### src/gain_ar_envelope_clamp_amp_defines.svh
// assertion helpers used by the amplifier datapath
`ifndef GAIN_AR_ENVELOPE_CLAMP_AMP_DEFINES_SVH
`define GAIN_AR_ENVELOPE_CLAMP_AMP_DEFINES_SVH

// consequent checked in the same cycle as the antecedent
`define GAEC_ASSERT_SAME(label, clk, rst, ante, cons, msg) \
   label: assert property (@(posedge clk) disable iff (rst) (ante) |-> (cons)) \
      else $error(msg);

// consequent checked in the cycle after the antecedent
`define GAEC_ASSERT_NEXT(label, clk, rst, ante, cons, msg) \
   label: assert property (@(posedge clk) disable iff (rst) (ante) |=> (cons)) \
      else $error(msg);

`endif

### src/gaec_pkg.sv
`default_nettype none
package gaec_pkg;

   localparam int SAMPLE_BITS_DEFAULT = 16;

   localparam int COEF_BITS  = 17;
   localparam int LEVEL_BITS = 17;
   localparam int CSR_INDEX_BITS = 3;

   localparam logic [LEVEL_BITS-1:0] ONE_Q16        = 17'd65536;
   localparam logic [LEVEL_BITS-1:0] SNAP_THRESHOLD = 17'd65471;

   localparam logic [COEF_BITS-1:0] GAIN_RESET    = 17'd52429;
   localparam logic [COEF_BITS-1:0] ATTACK_RESET  = 17'd148;
   localparam logic [COEF_BITS-1:0] RELEASE_RESET = 17'd30;

   localparam logic [CSR_INDEX_BITS-1:0] CSR_GAIN       = 3'd0;
   localparam logic [CSR_INDEX_BITS-1:0] CSR_ATTACK     = 3'd1;
   localparam logic [CSR_INDEX_BITS-1:0] CSR_RELEASE    = 3'd2;
   localparam logic [CSR_INDEX_BITS-1:0] CSR_ENV_ENABLE = 3'd3;
   localparam logic [CSR_INDEX_BITS-1:0] CSR_CLAMP_LOW  = 3'd4;
   localparam logic [CSR_INDEX_BITS-1:0] CSR_CLAMP_HIGH = 3'd5;

   typedef enum logic [2:0] {
      ST_IDLE,
      ST_GAIN,
      ST_LEVEL,
      ST_SCALE,
      ST_FINISH
   } gaec_state_type;

   typedef struct packed {
      logic load;
      logic mul_gain;
      logic mul_level;
      logic mul_scale;
      logic emit;
   } gaec_cmd_type;

   typedef struct packed {
      logic env_on;
      logic out_busy;
   } gaec_status_type;

   // values above unity are used as unity
   function automatic logic [COEF_BITS-1:0] sat_one(input logic [COEF_BITS-1:0] v);
      sat_one = (v > ONE_Q16) ? ONE_Q16 : v;
   endfunction

endpackage
`default_nettype wire

### src/gaec_ctrl.sv
`default_nettype none
module gaec_ctrl (
   input  wire                      clock,
   input  wire                      reset,
   input  wire                      req_valid,
   output logic                     req_ready,
   input  gaec_pkg::gaec_status_type status,
   output gaec_pkg::gaec_cmd_type    cmd
);
   import gaec_pkg::*;

   gaec_state_type state_ff, state_in;

   always_ff @(posedge clock) begin
      if (reset) begin
         state_ff <= ST_IDLE;
      end else begin
         state_ff <= state_in;
      end
   end

   always_comb begin
      state_in = state_ff;
      unique case (state_ff)
         ST_IDLE: begin
            if (req_valid) state_in = ST_GAIN;
         end
         ST_GAIN: begin
            state_in = status.env_on ? ST_LEVEL : ST_FINISH;
         end
         ST_LEVEL: begin
            state_in = ST_SCALE;
         end
         ST_SCALE: begin
            state_in = ST_FINISH;
         end
         ST_FINISH: begin
            if (!status.out_busy) state_in = req_valid ? ST_GAIN : ST_IDLE;
         end
         default: begin
            state_in = ST_IDLE;
         end
      endcase
   end

   always_comb begin
      cmd       = '0;
      req_ready = 1'b0;
      unique case (state_ff)
         ST_IDLE: begin
            req_ready = 1'b1;
            cmd.load  = req_valid;
         end
         ST_GAIN: begin
            cmd.mul_gain = 1'b1;
         end
         ST_LEVEL: begin
            cmd.mul_level = 1'b1;
         end
         ST_SCALE: begin
            cmd.mul_scale = 1'b1;
         end
         ST_FINISH: begin
            // next request overlaps the hand-off to the output register
            cmd.emit  = !status.out_busy;
            req_ready = !status.out_busy;
            cmd.load  = !status.out_busy && req_valid;
         end
         default: begin
            cmd = '0;
         end
      endcase
   end

endmodule
`default_nettype wire

### src/gaec_dpath.sv
`default_nettype none
`include "gain_ar_envelope_clamp_amp_defines.svh"
module gaec_dpath #(
   parameter int SAMPLE_BITS = gaec_pkg::SAMPLE_BITS_DEFAULT,
   parameter int DATA_BITS   = (SAMPLE_BITS > gaec_pkg::COEF_BITS) ? SAMPLE_BITS
                                                                    : gaec_pkg::COEF_BITS
) (
   input  wire                                  clock,
   input  wire                                  reset,
   input  wire signed [SAMPLE_BITS-1:0]         req_in_sample,
   input  wire                                  req_trigger,
   input  wire                                  req_block_end,
   output logic                                 rsp_valid,
   input  wire                                  rsp_ready,
   output logic signed [SAMPLE_BITS-1:0]        rsp_out_sample,
   input  wire                                  csr_we,
   input  wire [gaec_pkg::CSR_INDEX_BITS-1:0]   csr_index,
   input  wire [DATA_BITS-1:0]                  csr_data,
   input  gaec_pkg::gaec_cmd_type               cmd,
   output gaec_pkg::gaec_status_type            status
);
   import gaec_pkg::*;

   localparam int AW = (SAMPLE_BITS > 18) ? SAMPLE_BITS : 18;
   localparam int PW = AW + 18;

   localparam logic signed [SAMPLE_BITS-1:0] SAMPLE_MAX =
      {1'b0, {(SAMPLE_BITS-1){1'b1}}};

   // settings
   logic [COEF_BITS-1:0]          gain_ff, attack_ff, release_ff;
   logic                          env_enable_ff;
   logic signed [SAMPLE_BITS-1:0] clamp_low_ff, clamp_high_ff;

   // envelope state
   logic [LEVEL_BITS-1:0]         env_level_ff;
   logic                          env_active_ff;

   // working registers
   logic signed [SAMPLE_BITS-1:0] sample_ff;
   logic                          block_end_ff;
   logic signed [SAMPLE_BITS-1:0] g_ff;
   logic signed [SAMPLE_BITS-1:0] y_ff;

   logic                          rsp_valid_ff;
   logic signed [SAMPLE_BITS-1:0] rsp_out_sample_ff;

   // shared multiplier
   logic [LEVEL_BITS-1:0]         target;
   logic signed [17:0]            diff;
   logic [COEF_BITS-1:0]          coef;
   logic signed [AW-1:0]          mul_a;
   logic signed [17:0]            mul_b;
   logic signed [PW-1:0]          prod;
   logic signed [PW-1:0]          prod_q;
   logic signed [18:0]            level_sum;
   logic [LEVEL_BITS-1:0]         level_in;
   logic signed [SAMPLE_BITS-1:0] clamped;

   always_comb begin
      target = env_active_ff ? ONE_Q16 : '0;
      diff   = $signed({1'b0, target}) - $signed({1'b0, env_level_ff});
      coef   = (env_level_ff < target) ? sat_one(attack_ff) : sat_one(release_ff);

      mul_a = AW'(sample_ff);
      mul_b = $signed({1'b0, sat_one(gain_ff)});
      if (cmd.mul_level) begin
         mul_a = AW'(diff);
         mul_b = $signed({1'b0, coef});
      end else if (cmd.mul_scale) begin
         mul_a = AW'(g_ff);
         mul_b = $signed({1'b0, env_level_ff});
      end
      prod   = PW'(mul_a) * PW'(mul_b);
      prod_q = prod >>> 16;

      level_sum = $signed({2'b00, env_level_ff}) + 19'($signed(prod_q[17:0]));
      if (level_sum < 0) begin
         level_in = '0;
      end else if (level_sum > $signed({2'b00, ONE_Q16})) begin
         level_in = ONE_Q16;
      end else begin
         level_in = level_sum[LEVEL_BITS-1:0];
      end

      // low bound first, high bound wins when crossed
      clamped = y_ff;
      if (clamped < clamp_low_ff)  clamped = clamp_low_ff;
      if (clamped > clamp_high_ff) clamped = clamp_high_ff;
   end

   always_ff @(posedge clock) begin
      if (cmd.load) begin
         sample_ff    <= req_in_sample;
         block_end_ff <= req_block_end;
      end
      if (cmd.mul_gain) g_ff <= prod_q[SAMPLE_BITS-1:0];
      if (cmd.mul_scale) begin
         y_ff <= prod_q[SAMPLE_BITS-1:0];
      end else if (cmd.mul_gain && !env_enable_ff) begin
         y_ff <= prod_q[SAMPLE_BITS-1:0];
      end
      if (cmd.emit) rsp_out_sample_ff <= clamped;
   end

   always_ff @(posedge clock) begin
      if (reset) begin
         gain_ff       <= GAIN_RESET;
         attack_ff     <= ATTACK_RESET;
         release_ff    <= RELEASE_RESET;
         env_enable_ff <= 1'b0;
         clamp_low_ff  <= '0;
         clamp_high_ff <= SAMPLE_MAX;
         env_level_ff  <= '0;
         env_active_ff <= 1'b0;
         rsp_valid_ff  <= 1'b0;
      end else begin
         if (cmd.load && req_trigger) env_active_ff <= 1'b1;
         if (cmd.mul_level) env_level_ff <= level_in;
         // end of block snap once the level is near unity
         if (cmd.mul_scale && block_end_ff && env_active_ff &&
             env_level_ff >= SNAP_THRESHOLD) begin
            env_level_ff  <= ONE_Q16;
            env_active_ff <= 1'b0;
         end

         if (cmd.emit) begin
            rsp_valid_ff <= 1'b1;
         end else if (rsp_ready) begin
            rsp_valid_ff <= 1'b0;
         end

         if (csr_we) begin
            unique case (csr_index)
               CSR_GAIN:       gain_ff    <= csr_data[COEF_BITS-1:0];
               CSR_ATTACK:     attack_ff  <= csr_data[COEF_BITS-1:0];
               CSR_RELEASE:    release_ff <= csr_data[COEF_BITS-1:0];
               CSR_ENV_ENABLE: begin
                  env_enable_ff <= csr_data[0];
                  env_level_ff  <= '0;
                  env_active_ff <= 1'b0;
               end
               CSR_CLAMP_LOW:  clamp_low_ff  <= $signed(csr_data[SAMPLE_BITS-1:0]);
               CSR_CLAMP_HIGH: clamp_high_ff <= $signed(csr_data[SAMPLE_BITS-1:0]);
               default: begin
               end
            endcase
         end
      end
   end

   assign status.env_on   = env_enable_ff;
   assign status.out_busy = rsp_valid_ff && !rsp_ready;
   assign rsp_valid       = rsp_valid_ff;
   assign rsp_out_sample  = rsp_out_sample_ff;

   `GAEC_ASSERT_SAME(a_level_range, clock, reset, 1'b1, env_level_ff <= ONE_Q16, "envelope level above unity")
   `GAEC_ASSERT_SAME(a_emit_not_stalled, clock, reset, cmd.emit, !(rsp_valid_ff && !rsp_ready), "result overwrites a stalled one")
   `GAEC_ASSERT_NEXT(a_emit_shows, clock, reset, cmd.emit, rsp_valid_ff, "emitted result not presented")

endmodule
`default_nettype wire

### src/gain_ar_envelope_clamp_amp.sv
// Gain stage with attack/release envelope and output clamp.
// Request channel (req_valid/req_ready): one signed audio sample with a
// trigger flag and a block-end flag. Response channel (rsp_valid/rsp_ready):
// one clamped sample per request, in order.
// Settings are written through csr_we/csr_index/csr_data, one register per
// cycle; the user must write them only while no request is in flight, which the block leaves unchecked.
// One shared 18-bit by max(sample width, 18)-bit multiplier does all products: gain, then
// the envelope step and the envelope scale when the envelope is enabled.
// Each request passes through the gain pass, then, with the envelope on, the
// envelope step and scale passes, and is registered into the output register
// at the finish state; the next request is taken only once it reaches finish.
// The response is held in an output register; the next request is taken and
// processed while it waits, and the block only stalls at the hand-off.
// Reset (synchronous, active high) restores the default settings, clears the
// envelope level and active flag and drops rsp_valid.
`default_nettype none
module gain_ar_envelope_clamp_amp #(
   parameter int SAMPLE_BITS = gaec_pkg::SAMPLE_BITS_DEFAULT,
   parameter int DATA_BITS   = (SAMPLE_BITS > gaec_pkg::COEF_BITS) ? SAMPLE_BITS
                                                                    : gaec_pkg::COEF_BITS
) (
   input  wire                                clock,
   input  wire                                reset,
   input  wire                                req_valid,
   output logic                               req_ready,
   input  wire signed [SAMPLE_BITS-1:0]       req_in_sample,
   input  wire                                req_trigger,
   input  wire                                req_block_end,
   output logic                               rsp_valid,
   input  wire                                rsp_ready,
   output logic signed [SAMPLE_BITS-1:0]      rsp_out_sample,
   input  wire                                csr_we,
   input  wire [gaec_pkg::CSR_INDEX_BITS-1:0] csr_index,
   input  wire [DATA_BITS-1:0]                csr_data
);
   import gaec_pkg::*;

   gaec_cmd_type    cmd;
   gaec_status_type status;

   gaec_ctrl u_ctrl (
      .clock     (clock),
      .reset     (reset),
      .req_valid (req_valid),
      .req_ready (req_ready),
      .status    (status),
      .cmd       (cmd)
   );

   gaec_dpath #(
      .SAMPLE_BITS (SAMPLE_BITS),
      .DATA_BITS   (DATA_BITS)
   ) u_dpath (
      .clock          (clock),
      .reset          (reset),
      .req_in_sample  (req_in_sample),
      .req_trigger    (req_trigger),
      .req_block_end  (req_block_end),
      .rsp_valid      (rsp_valid),
      .rsp_ready      (rsp_ready),
      .rsp_out_sample (rsp_out_sample),
      .csr_we         (csr_we),
      .csr_index      (csr_index),
      .csr_data       (csr_data),
      .cmd            (cmd),
      .status         (status)
   );

endmodule
`default_nettype wire

### config.mk
export PLATFORM = sky130hd
export DESIGN_NAME = gain_ar_envelope_clamp_amp
export DESIGN_NICKNAME = d
export VERILOG_FILES = /design/src/gaec_pkg.sv /design/src/gaec_ctrl.sv /design/src/gaec_dpath.sv /design/src/gain_ar_envelope_clamp_amp.sv
export VERILOG_INCLUDE_DIRS = /design/src /design/src/src
export SDC_FILE = /design/constraint.sdc
export NUM_CORES = 1
export LEC_CHECK = 0
export ABC_AREA = 0
export BUFFER_PORTS_ARGS = -buffer_cell sky130_fd_sc_hd__buf_2
export CORE_MARGIN = 4
export CORE_UTILIZATION = 25
export CTS_BUF_LIST = sky130_fd_sc_hd__clkbuf_16
export CTS_CLUSTER_SIZE = 10
export DETAILED_ROUTE_END_ITERATION = 10
export PLACE_DENSITY = 0.42
export SYNTH_ARGS = -nofsm -noshare
export SYNTH_HDL_FRONTEND = slang
export SYNTH_SLANG_ARGS = --single-unit
### constraint.sdc
create_clock -name clock -period 22.1 [get_ports clock]
set_input_delay 1.105 -clock clock [delete_from_list [all_inputs] [get_ports clock]]
set_output_delay 1.105 -clock clock [all_outputs]
set_load 0.02 [all_outputs]
=== Yosys cells after proc, flatten, opt, wreduce, memory -nomap -nowiden ===
Index checks and enable logic that the tools add are counted.

* Reductions and logical operators: 21
* Equality and inequality tests: 11
* Order comparisons: 9
* $mul: 1
* Muxes and demuxes: 36
* Add/subtract/negate cells: 2

{| class="wikitable"
|+ Operator list
! kind !! count
|-
| 17-bit 2-to-1 mux || 13
|-
| 16-bit 2-to-1 mux || 4
|-
| 17-bit greater-than comparator, second input constant || 3
|-
| 18-bit 2-to-1 mux || 2
|-
| 18-bit by 18-bit multiplier with 34-bit output || 1
|-
| 18-bit by 18-bit adder with 19-bit output || 1
|-
| 19-bit by 18-bit greater-than comparator with 1-bit output, second input constant || 1
|-
| 19-bit by 1-bit < comparator with 1-bit output, second input constant || 1
|-
| 17-bit by 17-bit subtractor with 18-bit output || 1
|-
| 17-bit by 16-bit greater-or-equal comparator with 1-bit output, second input constant || 1
|-
| 17-bit < comparator || 1
|-
| 16-bit greater-than comparator || 1
|-
| 16-bit < comparator || 1
|-
| 3-bit case mux with 5 select lines || 1
|-
| 2-bit AND reduction || 7
|-
| 3-bit by 2-bit == test with 1-bit output, second input constant || 4
|-
| 1-bit 2-to-1 mux || 11
|-
| 3-bit == test, second input constant || 3
|-
| 3-bit 2-to-1 mux || 3
|-
| 1-bit logical AND || 7
|-
| 3-bit by 1-bit == test with 1-bit output, second input constant || 2
|-
| 3-bit zero test || 2
|-
| 2-bit != test, second input constant || 2
|-
| 1-bit case mux with 2 select lines || 2
|-
| 2 further kinds || 5
|}

* Bits in registers: 171
* Output and inout bits: 18
* Word-level logic and storage cells: 95

=== Logic depth before layout (Yosys ltp) ===
* Depth after elaboration: 13
* Gate-level depth with buffers: 49
* Gate-level depth less buffers: 47

=== Cells and area by module ===
From an unflattened synthesis, not the netlist that was laid out.

* Cells, all modules: 2,271
* Area total of the unflattened synthesis: 20,300.7 um^2

{| class="wikitable"
|+ Modules (own cells, without submodules)
! module !! times used !! sequential area each (um^2) !! cells an instance !! area an instance (um^2)
|-
| gaec_dpath || 1 || 4,013.8 || 2,248 || 20,089.3
|-
| gaec_ctrl || 1 || 60.1 || 23 || 211.5
|}

=== Worst setup path after synthesis ===
No wires, ideal clock.

* Kind: register to register
* From: register u_dpath.env_level_ff[0]
* To: register u_dpath.env_level_ff[7]
* Arrival: 10,545 ps
* Path slack: 11,487 ps
* Path buffers: 3
* Cell stages (with the launch flop): 47
* Period minus slack after synthesis: 10,613 ps
* Required time: 22,032 ps
* Library setup time: 68 ps
* Path through: dfxtp_1 clkbuf_1 inv_1 ha_1 nand3b_1 nor2b_1 and3_1 ha_1 nor3b_1 nand3_1 o21a_1 and2_1 clkbuf_1 a221o_1 o221ai_1 clkbuf_1 nor2_1 fa_1 (+11 left out) nor2_1 a211o_1 a21oi_1 nand3_1 and3_1 o21a_1 nor2_1 xnor2_1 ha_1 a21o_1 a21oi_1 o21ai_1 a41o_1 a21oi_1 o21ai_0 a2111oi_2 o21ai_4 o21ai_2

* Longest elaborated chain between the ends: 12
* Elaborated cells between the ends (all ways): 18
* Classes of those cells: add/sub (2); mul (1); order compare (4); mux (10); reduce/logical (1)

{| class="wikitable"
|+ Ends and longest elaborated chain
! element !! RTL line !! text
|-
| start, declared || gaec_dpath.sv:36 || <nowiki>logic [LEVEL_BITS-1:0] env_level_ff;</nowiki>
|-
| start signal, assigned || gaec_dpath.sv:119 || <nowiki>if (cmd.mul_level) env_level_ff <= level_in;</nowiki>
|-
| 17-bit < comparator || gaec_dpath.sv:63 || <nowiki>coef = (env_level_ff < target) ? sat_one(attack_ff) : sat_one(release_ff);</nowiki>
|-
| 17-bit 2-to-1 mux || gaec_dpath.sv:63 ||
|-
| 17-bit 2-to-1 mux || gaec_dpath.sv:67 || <nowiki>if (cmd.mul_level) begin</nowiki>
|-
| 18-bit by 18-bit multiplier with 34-bit output * || gaec_dpath.sv:74 || <nowiki>prod = PW'(mul_a) * PW'(mul_b);</nowiki>
|-
| via u_dpath.prod[24] || gaec_dpath.sv:54 || <nowiki>logic signed [PW-1:0] prod;</nowiki>
|-
| 18-bit by 18-bit adder with 19-bit output * || gaec_dpath.sv:77 || <nowiki>level_sum = $signed({2'b00, env_level_ff}) + 19'($signed(prod_q[17:0]));</nowiki>
|-
| 19-bit by 18-bit greater-than comparator with 1-bit output || gaec_dpath.sv:80 || <nowiki>end else if (level_sum > $signed({2'b00, ONE_Q16})) begin</nowiki>
|-
| 17-bit 2-to-1 mux || gaec_dpath.sv:80 ||
|-
| 17-bit 2-to-1 mux * || gaec_dpath.sv:78 || <nowiki>if (level_sum < 0) begin</nowiki>
|-
| 17-bit 2-to-1 mux * || gaec_dpath.sv:119 ||
|-
| 17-bit 2-to-1 mux * || gaec_dpath.sv:121 || <nowiki>if (cmd.mul_scale && block_end_ff && env_active_ff &&</nowiki>
|-
| 17-bit 2-to-1 mux || gaec_dpath.sv:134 || <nowiki>unique case (csr_index)</nowiki>
|-
| 17-bit 2-to-1 mux * || gaec_dpath.sv:133 || <nowiki>if (csr_we) begin</nowiki>
|}

The timed path passes the listed nets; every way through them passes the cells marked *.
A chain may end at the register's enable or synchronous reset.

=== Final worst setup path ===
* From: register u_dpath.env_level_ff[0]
* To: register u_dpath.env_level_ff[1]

The elaborated chain is that of the path after synthesis.

==> flow_summary_export.csv <==
group,metric,value,unit
finish,antenna_cells,0,
global_routing,grt_pass1_vias,16300,
synth,synthFlopType,"dfxtp_1",
placed_design,gp_congestion,0.891,
global_routing,grt_start_max_net_pins,91,
setup_path,r2r_cells,42,
finish,synthToLayoutAreaGrowth,10.9,%
clock_network,clk_latency,0.49,ns
drt,drtPass1Iterations,5,
timing,finalSetupTns,0,ns
finish,fillers,8425,
timing,slew_violations,0,
setup_path,rrSetupSlack,9.46,ns
clock_network,cts.path.max_buffers,2,
synth,syn_inst,2258,
drt,vias,15500,
die,start_util,0.252,
setup_path,cp-endpoint,"u_dpath.env_level_ff[1]",
placed_design,port_buffers,60,
timing,fin_crit_sh,0.572,
setup_path,cp_max_fo,16,
synth,synth_cell_types,80,
timing,slew_headroom,0.128,
synth,yosysWarnings,0,
clock_network,cts_setup_buffers,0,
setup_path,worstReg2RegEnd,"u_dpath.env_level_ff[1]",
clock_network,h-tree-depth,4,
timing,max_freq,0.0791,GHz
global_routing,antenna_found_initial,0,
global_routing,overflow,0,
timing,finalSetupViolations,0,
finish,drive_above_1_share,0.0830,
synth,ys_ff_latch,171,
die,io_pins,61,
die,coreArea,79000,µm²
timing,fin_crit,12.64,ns
status,outcome,"completed",
setup_path,cpMaxStageDelayCell,"o21ai_2",
setup_path,cpPeakStageDelay,1.00,ns
clock_network,root_buffer,"clkbuf_16",
clock_network,cts_inserted_buffers,17,
setup_path,path_class,"register to register",
clock_network,postCtsHoldBufs,0,
setup_path,crit_top_cell,"fa_1",
drt,ant_nets,0,
drt,drt-initial-drc-count,1050,
synth,yosysSeqAreaShare,0.204,
synth,syn_area,19900,µm²
setup_path,endpoint_kind,"register",
setup_path,arrival,13.05,ns
timing,finalHoldViolations,0,
timing,worstMarginPinSlew,1.29,ns
clock_network,cts.sinks,171,
synth,syn_avg_cell_area,8.82,µm²
global_routing,grt_pass1_wl,101000,µm
synth,synth-edff-count,65,
synth,syn_nets,2733,
setup_path,crit_required,22.51,ns
drt,postRouteWirelength,65900,µm
die,die_h,290,µm
drt,drc_errors,0,
finish,register_area,4070,µm²
die,fp.dieW,290,µm
worst_hold_path,holdCritPathClass,"register to register",
die,fp.dieArea,84300,µm²
flow_run,drv_cap,0,
placed_design,hpwl,52600,µm
clock_network,cts_resized,0,
global_routing,grt_use_total,0.157,
finish,final_nets,2763,
timing,rsz0062_at_grt,"no",
clock_network,path_clk_slew,0.08,ns
clock_network,cts_tree,"yes",
finish,multi_input_area,14000,µm²
timing,fin_skew,0.0315,ns
synth,synthArstFlopShare,0,
drt,post_drt_wl_per_cell,19.7,µm
setup_path,r2r_start,"u_dpath.env_level_ff[0]",
setup_path,worstSetupStartpointType,"register",
setup_path,cp-startpoint,"u_dpath.env_level_ff[0]",
drt,vias_per_cell,4.61,
die,rows,103,
==> kinds of logic (layout without fill, tap and decap cells) <==
group | count (synthesis) | after routing | share of synthesized area
buffers and inverters | 501 | 544 | 0.0946
AND/OR/NAND/NOR | 770 | 770 | 0.172
adder cells (fa/ha/maj) | 432 | 432 | 0.384
AO/OA/AOI/OAI | 289 | 289 | 0.0980
flip-flops | 171 | 171 | 0.204
multiplexers | 41 | 41 | 0.0225
XOR/XNOR | 54 | 54 | 0.0252
==> state kept, by name, indices dropped and copies added, names as in the netlist, 3 cells and up <==
name and flops:
u_dpath.clamp_high_ff 16, u_dpath.g_ff 16, u_ctrl.state_ff 3, u_dpath.rsp_out_sample 16, u_dpath.sample_ff 16, u_dpath.gain_ff 17
u_dpath.clamp_low_ff 16, u_dpath.env_level_ff 17, u_dpath.attack_ff 17, u_dpath.y_ff 16, u_dpath.release_ff 17
==> placed cells by master (no fill, tap or decap), types with 5 or more instances in the layout <==
master,synthesis,layout
o211ai_1,11,11
and3_1,8,8
nor2b_1,22,22
dfxtp_1,106,106
nand2_1,365,365
buf_4,1,37
nand4_1,7,7
nand2b_1,21,21
clkbuf_16,0,17
nor4_1,13,13
a221oi_1,8,8
inv_8,0,5
inv_1,415,416
ha_1,134,134
edfxtp_1,65,65
a221o_1,6,6
nand3b_1,33,33
and2_1,14,14
xnor2_1,33,33
o2111ai_1,6,6
nand3_1,17,17
a21o_1,21,21
o221ai_1,5,5
xor2_1,19,19
or3_1,12,12
o21ai_2,7,8
o21ai_0,26,25
nor3_1,16,15
a21oi_1,102,101
o21ai_1,15,15
fa_1,298,298
nor2_1,218,217
mux2_2,31,31
mux2i_1,10,10
o21a_1,26,26
buf_2,1,60
==> per-stage QoR <==
| step | instance area, µm² | std cells | hold WS, ns | setup WS, ns | utilization |
|---|---|---|---|---|---|
| CTS | 22100 | 3351 | 0.477 | 9.39 | 0.280 |
| global placement | 21500 | 3319 | 0.459 | 9.67 | 0.272 |
| finish | 22100 | 3351 | 0.475 | 9.46 | 0.280 |
| detailed placement | 21500 | 3319 | 0.466 | 9.46 | 0.272 |
| global route | 22100 | 3351 | 0.504 | 8.44 | 0.280 |
| floorplan | 19900 | 2258 | 0.441 | 11.49 | - |
==> worst min-delay path by stage <==
stage,from,end,cells past startpoint
after floorplan,u_dpath.gain_ff[1],u_dpath.gain_ff[1],2
after global placement,u_dpath.clamp_low_ff[14],u_dpath.clamp_low_ff[14],2
after detailed placement,u_dpath.clamp_low_ff[9],u_dpath.clamp_low_ff[9],2
after CTS,u_dpath.clamp_low_ff[9],u_dpath.clamp_low_ff[9],2
after global routing,u_dpath.clamp_high_ff[8],u_dpath.clamp_high_ff[8],2
final,u_dpath.clamp_low_ff[0],u_dpath.clamp_low_ff[0],2
==> synth_stat cells, drive strengths merged, types with 19 or more instances <==
cell	n	area (µm²)
a21o	21	158
a21oi	103	519
clkbuf	78	293
dfxtp	106	2120
edfxtp	65	1950
fa	298	5970
ha	134	1680
inv	415	1560
mux2	31	349
nand2	365	1370
nand2b	21	131
nand3b	33	248
nor2	219	825
nor2b	22	138
o21a	26	195
o21ai	49	283
xnor2	33	289
xor2	19	166
==> layer usage <==
| layer | vias to the layer above | wire [µm] | global-route usage |
|---|---|---|---|
| li1 | 7213 | - | - |
| met1 | 7831 | 30000 | 0.215 |
| met2 | 359 | 31200 | 0.260 |
| met3 | 59 | 3280 | 0.0242 |
| met4 | 0 | 1460 | 0.0393 |
| met5 | - | 0 | 0 |
==> critical path: cells and delay by family (launching register included) <==
kind | cells | cell delay [ns]
AO/OA/AOI/OAI | 13 | 4.09
XOR/XNOR | 1 | 0.21
adder cells (fa/ha/maj) | 10 | 4.35
buffers and inverters | 4 | 0.24
flip-flops | 1 | 0.54
AND/OR/NAND/NOR | 14 | 3.14
==> layout make-up <==
cell class / count / area share
well taps: 1050 / 0.0595
inverters: 415 / 0.0705
repair buffers: 97 / 0.0262
clock inverters: 15 / 0.00748
flip-flops and latches: 171 / 0.184
multi-input cells: 1586 / 0.633
clock buffers: 17 / 0.0193
Power is not shown: default switching activity piles up to over one toggle a cycle in this logic, so the estimate is an artifact.
